### src/sv/rrtes_pkg.sv
// ----------------------------------------------------------------------------
// rrtes_pkg: shared types and codes for the round-robin timed event scheduler
// Action and job-type codes, request/result words, controller interface.
// ----------------------------------------------------------------------------
package rrtes_pkg;

	localparam int DEF_ENTRIES = 16;

	localparam logic [3:0] ACT_LOAD    = 4'd0;
	localparam logic [3:0] ACT_POLL    = 4'd1;
	localparam logic [3:0] ACT_FORCE   = 4'd2;
	localparam logic [3:0] ACT_DONE    = 4'd3;
	localparam logic [3:0] ACT_RESET   = 4'd4;
	localparam logic [3:0] ACT_ZAP     = 4'd5;
	localparam logic [3:0] ACT_NEXT    = 4'd6;
	localparam logic [3:0] ACT_ALLDONE = 4'd7;
	localparam logic [3:0] ACT_NETDONE = 4'd8;

	localparam logic [2:0] KIND_SHUTDOWN = 3'd4;  // highest type that stamps both times
	localparam logic [2:0] KIND_NET      = 3'd5;

	localparam logic [4:0] HOURS_PER_DAY = 5'd24;
	localparam logic [2:0] DAYS_PER_WEEK = 3'd7;

	typedef struct packed {
		logic [3:0]  action;
		logic [3:0]  index;
		logic [31:0] now_seconds;
		logic [4:0]  hour_now;
		logic [2:0]  weekday_now;
		logic        user_busy;
		logic [2:0]  job_kind;
		logic [23:0] hour_bits;
		logic [6:0]  day_bits;
		logic [15:0] redo_minutes;
		logic [15:0] retry_minutes;
		logic [7:0]  node_id;
	} req_word_t;

	typedef struct packed {
		logic       job_found;
		logic [3:0] job_slot;
		logic [2:0] job_type;
		logic       net_blocked;
	} rsp_word_t;

	// controller -> datapath
	typedef struct packed {
		logic cap;         // latch request, set start address
		logic load;        // write slot config, clear stamps, mark valid
		logic stamp_now;   // both stamps <= now
		logic stamp_zero;  // both stamps <= 0
		logic zap;         // clear valid
		logic ptr_idx;     // pointer <= addressed slot
		logic ptr_step;    // pointer <= slot after addressed one
		logic adv;         // next slot of scan or sweep
		logic run;         // run addressed job, fill result
	} ctl_cmd_t;

	// datapath -> controller
	typedef struct packed {
		logic [3:0] action;
		logic       in_table;
		logic       load_ok;
		logic       cnt_zero;
		logic       slot_valid;
		logic       due;
		logic       net_match;
		logic       scan_last;
		logic       sweep_last;
	} ctl_sts_t;

endpackage

### src/sv/rrtes_dp.sv
// ----------------------------------------------------------------------------
// rrtes_dp: scheduler datapath
// Job table memories, valid bits, pointer, scan counter, due check, result.
// ----------------------------------------------------------------------------
module rrtes_dp #(
	parameter int ENTRIES = rrtes_pkg::DEF_ENTRIES
) (
	input  logic                 clk,
	input  logic                 arst_n,
	input  rrtes_pkg::req_word_t cmd,
	input  logic                 cfg_valid,
	input  logic [4:0]           cfg_data,
	input  rrtes_pkg::ctl_cmd_t  ctl,
	output rrtes_pkg::ctl_sts_t  sts,
	output rrtes_pkg::rsp_word_t result
);

	localparam int AW = $clog2(ENTRIES);
	localparam int CW = $clog2(ENTRIES + 1);
	localparam int EW = (CW > 5) ? CW : 5;

	typedef struct packed {
		logic [2:0]  kind;
		logic [23:0] hours;
		logic [6:0]  days;
		logic [15:0] redo;
		logic [15:0] retry;
		logic [7:0]  node;
	} slot_t;

	slot_t                cfg_mem  [ENTRIES];
	logic [31:0]          succ_mem [ENTRIES];
	logic [31:0]          try_mem  [ENTRIES];
	slot_t                rd_cfg_q;
	logic [31:0]          rd_succ_q;
	logic [31:0]          rd_try_q;

	rrtes_pkg::req_word_t item_q;
	rrtes_pkg::rsp_word_t result_q;
	logic [ENTRIES-1:0]   valid_q;
	logic [AW-1:0]        addr_q;
	logic [AW-1:0]        ptr_q;
	logic [CW-1:0]        scan_q;
	logic [4:0]           count_q;

	logic [EW-1:0] ent_e, cnt, addr_e, nxt_e, ptr_e, idx_live_e, idx_e, scan_e;
	logic [AW-1:0] start_addr;
	logic          is_poll, valid_at;
	logic          hr_ok, day_ok, early_s, early_t;
	logic [32:0]   diff_s, diff_t;
	logic [21:0]   gap_s, gap_t;
	logic          wr_succ, wr_try, run_both, run_try;
	logic [31:0]   stamp_d;

	assign ent_e      = EW'(ENTRIES);
	assign cnt        = (EW'(count_q) > ent_e) ? ent_e : EW'(count_q);
	assign addr_e     = EW'(addr_q);
	assign ptr_e      = EW'(ptr_q);
	assign scan_e     = EW'(scan_q);
	assign idx_live_e = EW'(cmd.index);
	assign idx_e      = EW'(item_q.index);
	assign is_poll    = (item_q.action == rrtes_pkg::ACT_POLL);
	assign valid_at   = valid_q[addr_q];

	// poll wraps at the loaded count; net done scans and sweeps just count up
	always_comb begin
		if (is_poll && (addr_e + EW'(1) >= cnt)) nxt_e = '0;
		else nxt_e = addr_e + EW'(1);
	end

	always_comb begin
		case (cmd.action)
			rrtes_pkg::ACT_POLL:    start_addr = (ptr_e < cnt) ? ptr_q : '0;
			rrtes_pkg::ACT_ALLDONE,
			rrtes_pkg::ACT_NETDONE: start_addr = '0;
			default:                start_addr = idx_live_e[AW-1:0];
		endcase
	end

	// minutes elapsed < interval  <=>  seconds elapsed < 60 * interval
	assign gap_s  = ({6'b0, rd_cfg_q.redo} << 6) - ({6'b0, rd_cfg_q.redo} << 2);
	assign gap_t  = ({6'b0, rd_cfg_q.retry} << 6) - ({6'b0, rd_cfg_q.retry} << 2);
	assign diff_s = {1'b0, item_q.now_seconds} - {1'b0, rd_succ_q};
	assign diff_t = {1'b0, item_q.now_seconds} - {1'b0, rd_try_q};
	assign early_s = diff_s[32] ? (rd_cfg_q.redo != '0)
		: (diff_s[31:0] < {10'b0, gap_s});
	assign early_t = diff_t[32] ? (rd_cfg_q.retry != '0)
		: (diff_t[31:0] < {10'b0, gap_t});
	assign hr_ok  = (item_q.hour_now < rrtes_pkg::HOURS_PER_DAY)
		&& rd_cfg_q.hours[item_q.hour_now];
	assign day_ok = (item_q.weekday_now < rrtes_pkg::DAYS_PER_WEEK)
		&& rd_cfg_q.days[item_q.weekday_now];

	always_comb begin
		sts.action     = item_q.action;
		sts.in_table   = idx_e < cnt;
		sts.load_ok    = idx_e < ent_e;
		sts.cnt_zero   = (cnt == '0);
		sts.slot_valid = valid_at;
		sts.due        = valid_at && hr_ok && day_ok && !early_s && !early_t;
		sts.net_match  = valid_at && (rd_cfg_q.kind == rrtes_pkg::KIND_NET)
			&& (rd_cfg_q.node == item_q.node_id);
		sts.scan_last  = (scan_e + EW'(1) == cnt);
		sts.sweep_last = (addr_e == ent_e - EW'(1));
	end

	assign run_both = ctl.run && (rd_cfg_q.kind <= rrtes_pkg::KIND_SHUTDOWN);
	assign run_try  = ctl.run && (rd_cfg_q.kind == rrtes_pkg::KIND_NET) && !item_q.user_busy;
	assign wr_succ  = ctl.load || ctl.stamp_now || ctl.stamp_zero || run_both;
	assign wr_try   = wr_succ || run_try;
	assign stamp_d  = (ctl.load || ctl.stamp_zero) ? 32'd0 : item_q.now_seconds;

	always_ff @(posedge clk) begin
		rd_cfg_q  <= cfg_mem[addr_q];
		rd_succ_q <= succ_mem[addr_q];
		rd_try_q  <= try_mem[addr_q];
		if (ctl.load) begin
			cfg_mem[addr_q] <= '{kind: item_q.job_kind, hours: item_q.hour_bits,
				days: item_q.day_bits, redo: item_q.redo_minutes,
				retry: item_q.retry_minutes, node: item_q.node_id};
		end
		if (wr_succ) succ_mem[addr_q] <= stamp_d;
		if (wr_try)  try_mem[addr_q]  <= stamp_d;
	end

	always_ff @(posedge clk) begin
		if (ctl.cap) item_q <= cmd;
		if (ctl.cap) begin
			result_q <= '0;
		end else if (ctl.run) begin
			result_q.job_found   <= 1'b1;
			result_q.job_slot    <= addr_e[3:0];
			result_q.job_type    <= rd_cfg_q.kind;
			result_q.net_blocked <= (rd_cfg_q.kind == rrtes_pkg::KIND_NET) && item_q.user_busy;
		end
	end

	always_ff @(posedge clk or negedge arst_n) begin
		if (!arst_n) begin
			valid_q <= '0;
			addr_q  <= '0;
			ptr_q   <= '0;
			scan_q  <= '0;
			count_q <= '0;
		end else begin
			if (cfg_valid) count_q <= cfg_data;
			if (ctl.cap) begin
				addr_q <= start_addr;
				scan_q <= '0;
			end else if (ctl.adv) begin
				addr_q <= nxt_e[AW-1:0];
				scan_q <= scan_q + CW'(1);
			end
			if (ctl.load) valid_q[addr_q] <= 1'b1;
			if (ctl.zap)  valid_q[addr_q] <= 1'b0;
			if (ctl.ptr_idx)  ptr_q <= addr_q;
			if (ctl.ptr_step) ptr_q <= nxt_e[AW-1:0];
		end
	end

	assign result = result_q;

endmodule

### src/sv/rrtes_ctrl.sv
// ----------------------------------------------------------------------------
// rrtes_ctrl: scheduler controller
// Sequences dispatch, slot reads, scan and sweep steps, and the reply strobe.
// ----------------------------------------------------------------------------
module rrtes_ctrl (
	input  logic                clk,
	input  logic                arst_n,
	input  logic                start,
	input  rrtes_pkg::ctl_sts_t sts,
	output rrtes_pkg::ctl_cmd_t ctl,
	output logic                busy,
	output logic                done
);

	typedef enum logic [2:0] {
		S_IDLE, S_DISP, S_WAIT, S_EVAL, S_SWEEP, S_REPLY
	} state_t;

	state_t state_q, state_d;

	always_comb begin
		ctl     = '0;
		state_d = state_q;
		unique case (state_q)
			S_IDLE: begin
				if (start) begin
					ctl.cap = 1'b1;
					state_d = S_DISP;
				end
			end
			S_DISP: begin
				state_d = S_REPLY;
				unique case (sts.action)
					rrtes_pkg::ACT_LOAD:    ctl.load       = sts.load_ok;
					rrtes_pkg::ACT_DONE:    ctl.stamp_now  = sts.in_table;
					rrtes_pkg::ACT_RESET:   ctl.stamp_zero = sts.in_table;
					rrtes_pkg::ACT_ZAP:     ctl.zap        = sts.in_table;
					rrtes_pkg::ACT_NEXT:    ctl.ptr_idx    = sts.in_table;
					rrtes_pkg::ACT_FORCE:   if (sts.in_table) state_d = S_WAIT;
					rrtes_pkg::ACT_POLL,
					rrtes_pkg::ACT_NETDONE: if (!sts.cnt_zero) state_d = S_WAIT;
					rrtes_pkg::ACT_ALLDONE: state_d = S_SWEEP;
					default:                state_d = S_REPLY;
				endcase
			end
			S_WAIT: state_d = S_EVAL;
			S_EVAL: begin
				state_d = S_REPLY;
				unique case (sts.action)
					rrtes_pkg::ACT_POLL: begin
						ctl.ptr_step = 1'b1;
						if (sts.due) ctl.run = 1'b1;
						else if (!sts.scan_last) begin
							ctl.adv = 1'b1;
							state_d = S_WAIT;
						end
					end
					rrtes_pkg::ACT_FORCE: ctl.run = sts.slot_valid;
					rrtes_pkg::ACT_NETDONE: begin
						ctl.stamp_now = sts.net_match;
						if (!sts.scan_last) begin
							ctl.adv = 1'b1;
							state_d = S_WAIT;
						end
					end
					default: state_d = S_REPLY;
				endcase
			end
			S_SWEEP: begin
				ctl.stamp_now = 1'b1;
				if (!sts.sweep_last) ctl.adv = 1'b1;
				else state_d = S_REPLY;
			end
			S_REPLY: state_d = S_IDLE;
			default: state_d = S_IDLE;
		endcase
	end

	always_ff @(posedge clk or negedge arst_n) begin
		if (!arst_n) begin
			state_q <= S_IDLE;
			busy    <= 1'b0;
			done    <= 1'b0;
		end else begin
			state_q <= state_d;
			busy    <= (state_d != S_IDLE);
			done    <= (state_d == S_REPLY);
		end
	end

endmodule

### src/sv/round_robin_timed_event_scheduler.sv
// ----------------------------------------------------------------------------
// round_robin_timed_event_scheduler: table of timed jobs, round-robin poll
// Table edits go from dispatch straight to the reply; a poll or net done reads
//   and checks each scanned slot in turn, and all done stamps every entry.
// Throughput: one word at a time; busy stays high until the strobe cycle ends.
//   Each scanned slot takes a memory read, then a due check.
// Reset: asynchronous, all jobs invalid, pointer and entry_count zero.
//   Result words are never stalled by the receiver.
// ----------------------------------------------------------------------------
module round_robin_timed_event_scheduler #(
	parameter int ENTRIES = rrtes_pkg::DEF_ENTRIES
) (
	input  logic                 clk,
	input  logic                 arst_n,
	// request word
	input  logic                 start,
	output logic                 busy,
	input  rrtes_pkg::req_word_t cmd,
	// result word, one-cycle strobe
	output logic                 result_valid,
	output rrtes_pkg::rsp_word_t result,
	// entry_count write channel
	input  logic                 cfg_valid,
	output logic                 cfg_ready,
	input  logic [4:0]           cfg_data
);

	rrtes_pkg::ctl_cmd_t ctl;
	rrtes_pkg::ctl_sts_t sts;

	// entry_count may be written any time the block is idle
	assign cfg_ready = 1'b1;

	// controller: dispatch, scan/sweep sequencing, reply strobe
	rrtes_ctrl u_ctrl (
		.clk    (clk),
		.arst_n (arst_n),
		.start  (start),
		.sts    (sts),
		.ctl    (ctl),
		.busy   (busy),
		.done   (result_valid)
	);

	// datapath: job table, pointer, due checks, result register
	rrtes_dp #(.ENTRIES(ENTRIES)) u_dp (
		.clk       (clk),
		.arst_n    (arst_n),
		.cmd       (cmd),
		.cfg_valid (cfg_valid & cfg_ready),
		.cfg_data  (cfg_data),
		.ctl       (ctl),
		.sts       (sts),
		.result    (result)
	);

`ifndef ASSERT_OFF
	a_strobe_busy: assert property (@(posedge clk) disable iff (!arst_n)
		result_valid |-> busy) else $error("strobe outside busy window");
	a_strobe_single: assert property (@(posedge clk) disable iff (!arst_n)
		result_valid |=> !result_valid) else $error("strobe longer than one cycle");
	a_accept_busy: assert property (@(posedge clk) disable iff (!arst_n)
		(start && !busy) |=> busy) else $error("accepted word did not raise busy");
	a_blocked_found: assert property (@(posedge clk) disable iff (!arst_n)
		(result_valid && result.net_blocked) |-> result.job_found)
		else $error("net_blocked without a job");
	a_empty_zero: assert property (@(posedge clk) disable iff (!arst_n)
		(result_valid && !result.job_found) |-> (result.job_slot == 4'd0))
		else $error("slot set without a job");
`endif

endmodule
### config.mk
export PLATFORM = sky130hd
export DESIGN_NAME = round_robin_timed_event_scheduler
export DESIGN_NICKNAME = d
export VERILOG_FILES = /design/src/sv/rrtes_pkg.sv /design/src/sv/rrtes_dp.sv /design/src/sv/rrtes_ctrl.sv /design/src/sv/round_robin_timed_event_scheduler.sv
export SDC_FILE = /design/constraint.sdc
export NUM_CORES = 2
export LEC_CHECK = 0
export BUFFER_PORTS_ARGS = -buffer_cell sky130_fd_sc_hd__buf_4
export CAP_MARGIN = 20
export CELL_PAD_IN_SITES_DETAIL_PLACEMENT = 0
export CELL_PAD_IN_SITES_GLOBAL_PLACEMENT = 1
export CORE_MARGIN = 5
export CORE_UTILIZATION = 56
export CTS_CLUSTER_DIAMETER = 200
export DETAILED_ROUTE_END_ITERATION = 8
export PLACE_DENSITY = 0.83
export SLEW_MARGIN = 20
export SYNTH_ARGS = -nofsm -noshare
export SYNTH_HDL_FRONTEND = slang
export SYNTH_SLANG_ARGS = --single-unit
### constraint.sdc
create_clock -name clk -period 7.74 [get_ports clk]
set_input_delay 0.774 -clock clk [delete_from_list [all_inputs] [get_ports clk]]
set_output_delay 0.774 -clock clk [all_outputs]
set_load 0.05 [all_outputs]
==> impl_metrics.yaml <==
synth:
  netlist.area_leader.share_pct: 70.93
  ys_ff_latch: 2517
  postSynth.asyncResetShare_pct: 1.549
  syn_inst: 4635
  syn_nets: 4909
  yosysUniqueCellTypes: 82
  netlist_top_cells_area: "edfxtp_1 71%, mux4_2 16%, dfxtp_1 3.0%"
  syn_avg_cell_area_um2: 21.29
  seq_area_frac_synth_pct: 74.90
  yosysWarnings: 0
  dominantRegCellSynth: "edfxtp_1"
  syn_area_um2: 98680
  synth_edf_count: 2331
  yosysTopAreaCell: "edfxtp_1"
worst_setup_path:
  crit_type: "reg2reg"
  worst_ep_required_time_ps: 8200
  cp.arrival_ps: 7700
  start_kind: "register"
  cp-end-kind: "register"
  critPathBufInv: 2
  cp_slowest_cell: "nor2_4"
  max_stage_delay_ps: 810
  cp_max_fo: 32
  crit_top_cell: "o21ai_0"
  cp_top_family: "compound AO/OA/AOI/OAI gates"
routing:
  drtPass1Iterations: 6
  vias_per_cell: 6.504
  drc: 0
  num_vias: 48574
  detail-route-antenna-nets: 0
  drt_iter0_markers: 6947
  avgRoutedWirePerCell_um: 31.40
  totalWireLength_um: 234500
timing:
  setup_viol: 0
  post-route-period-util_pct: 93.50
  finalMaxSlewViolations: 0
  fmax_mhz: 138.2
  worst_pin_slew_ps: 1108
  relSlewSlack_pct: 25.98
  hold_viol_final: 0
  rsz0062_at_grt: "no"
  min_period_ps: 7237
  whs_ps: 65.21
  fin_setup_tns_ps: 0
  fin_skew_ps: 69.84
cells_and_area:
  fillers: 11312
  regArea_um2: 73930
  final_common_cell: "edfxtp_1"
  layout_common_cells: "2331 x edfxtp_1, 702 x mux4_2, 232 x clkbuf_16"
  multi_input_area_um2: 23950
  synthToLayoutAreaGrowth_pct: 12.84
  drive_above_1_share_pct: 27.08
  nets: 5198
clock_network:
  clock-sinks: 2517
  cts_buffers: 230
  htree_levels: 4
  cts_tree: "done"
  clk_pin_slew_worst_paths_ps: 70
  max-clock-path-buffers: 3
  cts_setup_buffers: 0
  clk_latency_ps: 890
  cts-root-buf: "clkbuf_16"
floorplanning:
  rows: 154
  core_um2: 175700
  design.die.area_um2: 184700
  initial_core_util_pct: 56.16
  die_w_um: 429.8
  die_h_um: 429.8
  pin_count: 144
global_route:
  top_usage_layer: "met2"
  grtUsageMet2_pct: 39.52
  grt_pass1_vias: 48854
  antenna_found_initial: 9
  gr-usage-met1_pct: 37.47
  grt_max_degree: 130
  use_met3_pct: 4.552
  globalRouteOverflowTotal: 0
  grt_pass1_wl_um: 339400
  track_usage_pct: 25.31
placement:
  gp_congestion: 0.8836
  io_buffers: 142
  dpl.hpwl_um: 134000
power:
  p_leak_nw: 36.33
  power.total_mw: 43.22
  ir_drop_mv: 0.3794
  p_per_area_nw_per_um2: 388.2
min_path:
  min_path_type: "in2reg"
flow_run:
  max-cap-violations: 0
outcome:
  status: "finished clean"
-- power breakdown --
part | internal (mW) | leakage [nW] | switching [mW]
clock network | 6.61 | 3.83 | 5.04
registers | 16.6 | 22.8 | 1.10
logic | 6.23 | 9.75 | 7.63
total | 29.5 | 36.3 | 13.8
-- flip-flops by register name, indices dropped and copies added (netlist names), named ones only --
name and cells:
u_dp.item_q 115, u_dp.cfg_mem 1184, u_ctrl.state_q 3, u_dp.scan_e 5, u_ctrl.busy 1, u_dp.rd_cfg_q 74
u_ctrl.done 1, u_dp.rd_succ_q 32, u_dp.succ_mem 512, u_dp.valid_q 15, u_dp.count_q 5, u_dp.addr_q 4
u_dp.result 9, u_dp.idx_e 4, u_dp.sts 4, u_dp.rd_try_q 32, u_dp.ptr_q 4, u_dp.try_mem 512
-- synthesized netlist by cell type (28+ instances only) --
cell,instances
clkbuf_1,136
nand3_1,28
xnor2_1,54
nand2_1,102
ha_1,142
xor2_1,44
o21ai_0,65
a21o_1,41
dfrtp_1,39
nor2_1,113
inv_1,121
nand4_1,37
mux4_2,702
buf_1,60
nor3_1,37
dfxtp_1,147
edfxtp_1,2331
nor2b_1,46
a21oi_1,107
-- area by class of cell --
class / instances / share of cell area (%)
timing repair buffer: 258 / 2.000
sequential: 2517 / 66.39
antenna: 2 / 0.004495
tap: 2340 / 2.629
inverter: 121 / 0.4146
clock inverter: 130 / 1.423
clock buffer: 304 / 5.627
multi-input combinational: 1796 / 21.51
-- path summary, 6_finish.rpt --
kind | start | endpoint | slack (ps) | cells past startpoint
max | u_dp.rd_cfg_q[12]$_DFF_P_ | u_dp.try_mem[11][29]$_DFFE_PP_ | 500 | 27
min | cmd[49] | u_dp.item_q[49]$_DFFE_PP_ | 70 | 1
max reg2reg | u_dp.rd_cfg_q[12]$_DFF_P_ | u_dp.try_mem[11][29]$_DFFE_PP_ | 500 | 27
min reg2reg | u_dp.result[8]$_SDFFE_PP0P_ | u_dp.result[8]$_SDFFE_PP0P_ | 480 | 2
max in group asynchronous | arst_n | u_dp.addr_q[1]$_DFFE_PN0P_ | 6870 | 2
min in group asynchronous | arst_n | u_dp.addr_q[3]$_DFFE_PN0P_ | 430 | 2
-- logic make-up after synthesis --
family	count (synthesis)	synth area share (%)
buf+inv	322	1.236
flops	2517	74.90
mux	723	16.24
other cells	1	0.003800
compound gates	387	2.666
xor+xnor	98	0.8698
simple gates	445	2.282
fa+ha+maj	142	1.800
-- layer usage --
metal  routed length (um)  share of wire, %
met1                91890                39
met5                   13            0.0055
met3                22820               9.7
met2               112900                48
met4                 6874               2.9
-- through the flow --
| step | cell area, um2 | util (%) | std cells | worst slack [ps] |
|---|---|---|---|---|
| after floorplan | 98680 | - | 4635 | 1281 |
| after global placement | 103200 | 58.70 | 7006 | 789.7 |
| after detailed placement | 103200 | 58.70 | 7006 | 602.1 |
| after CTS | 111200 | 63.28 | 7460 | 527.4 |
| after global routing | 111300 | 63.36 | 7466 | 13.00 |
| final | 111400 | 63.37 | 7468 | 503.1 |
-- repair_timing --
action / 4_1_cts / 5_1_grt
endpoints found under the setup margin: 0 / 0
hold buffers: 20 / 0
resized for setup: 0 / 0
hold endpoints to repair: 58 / 0
Power figures use the tool's default switching activity.
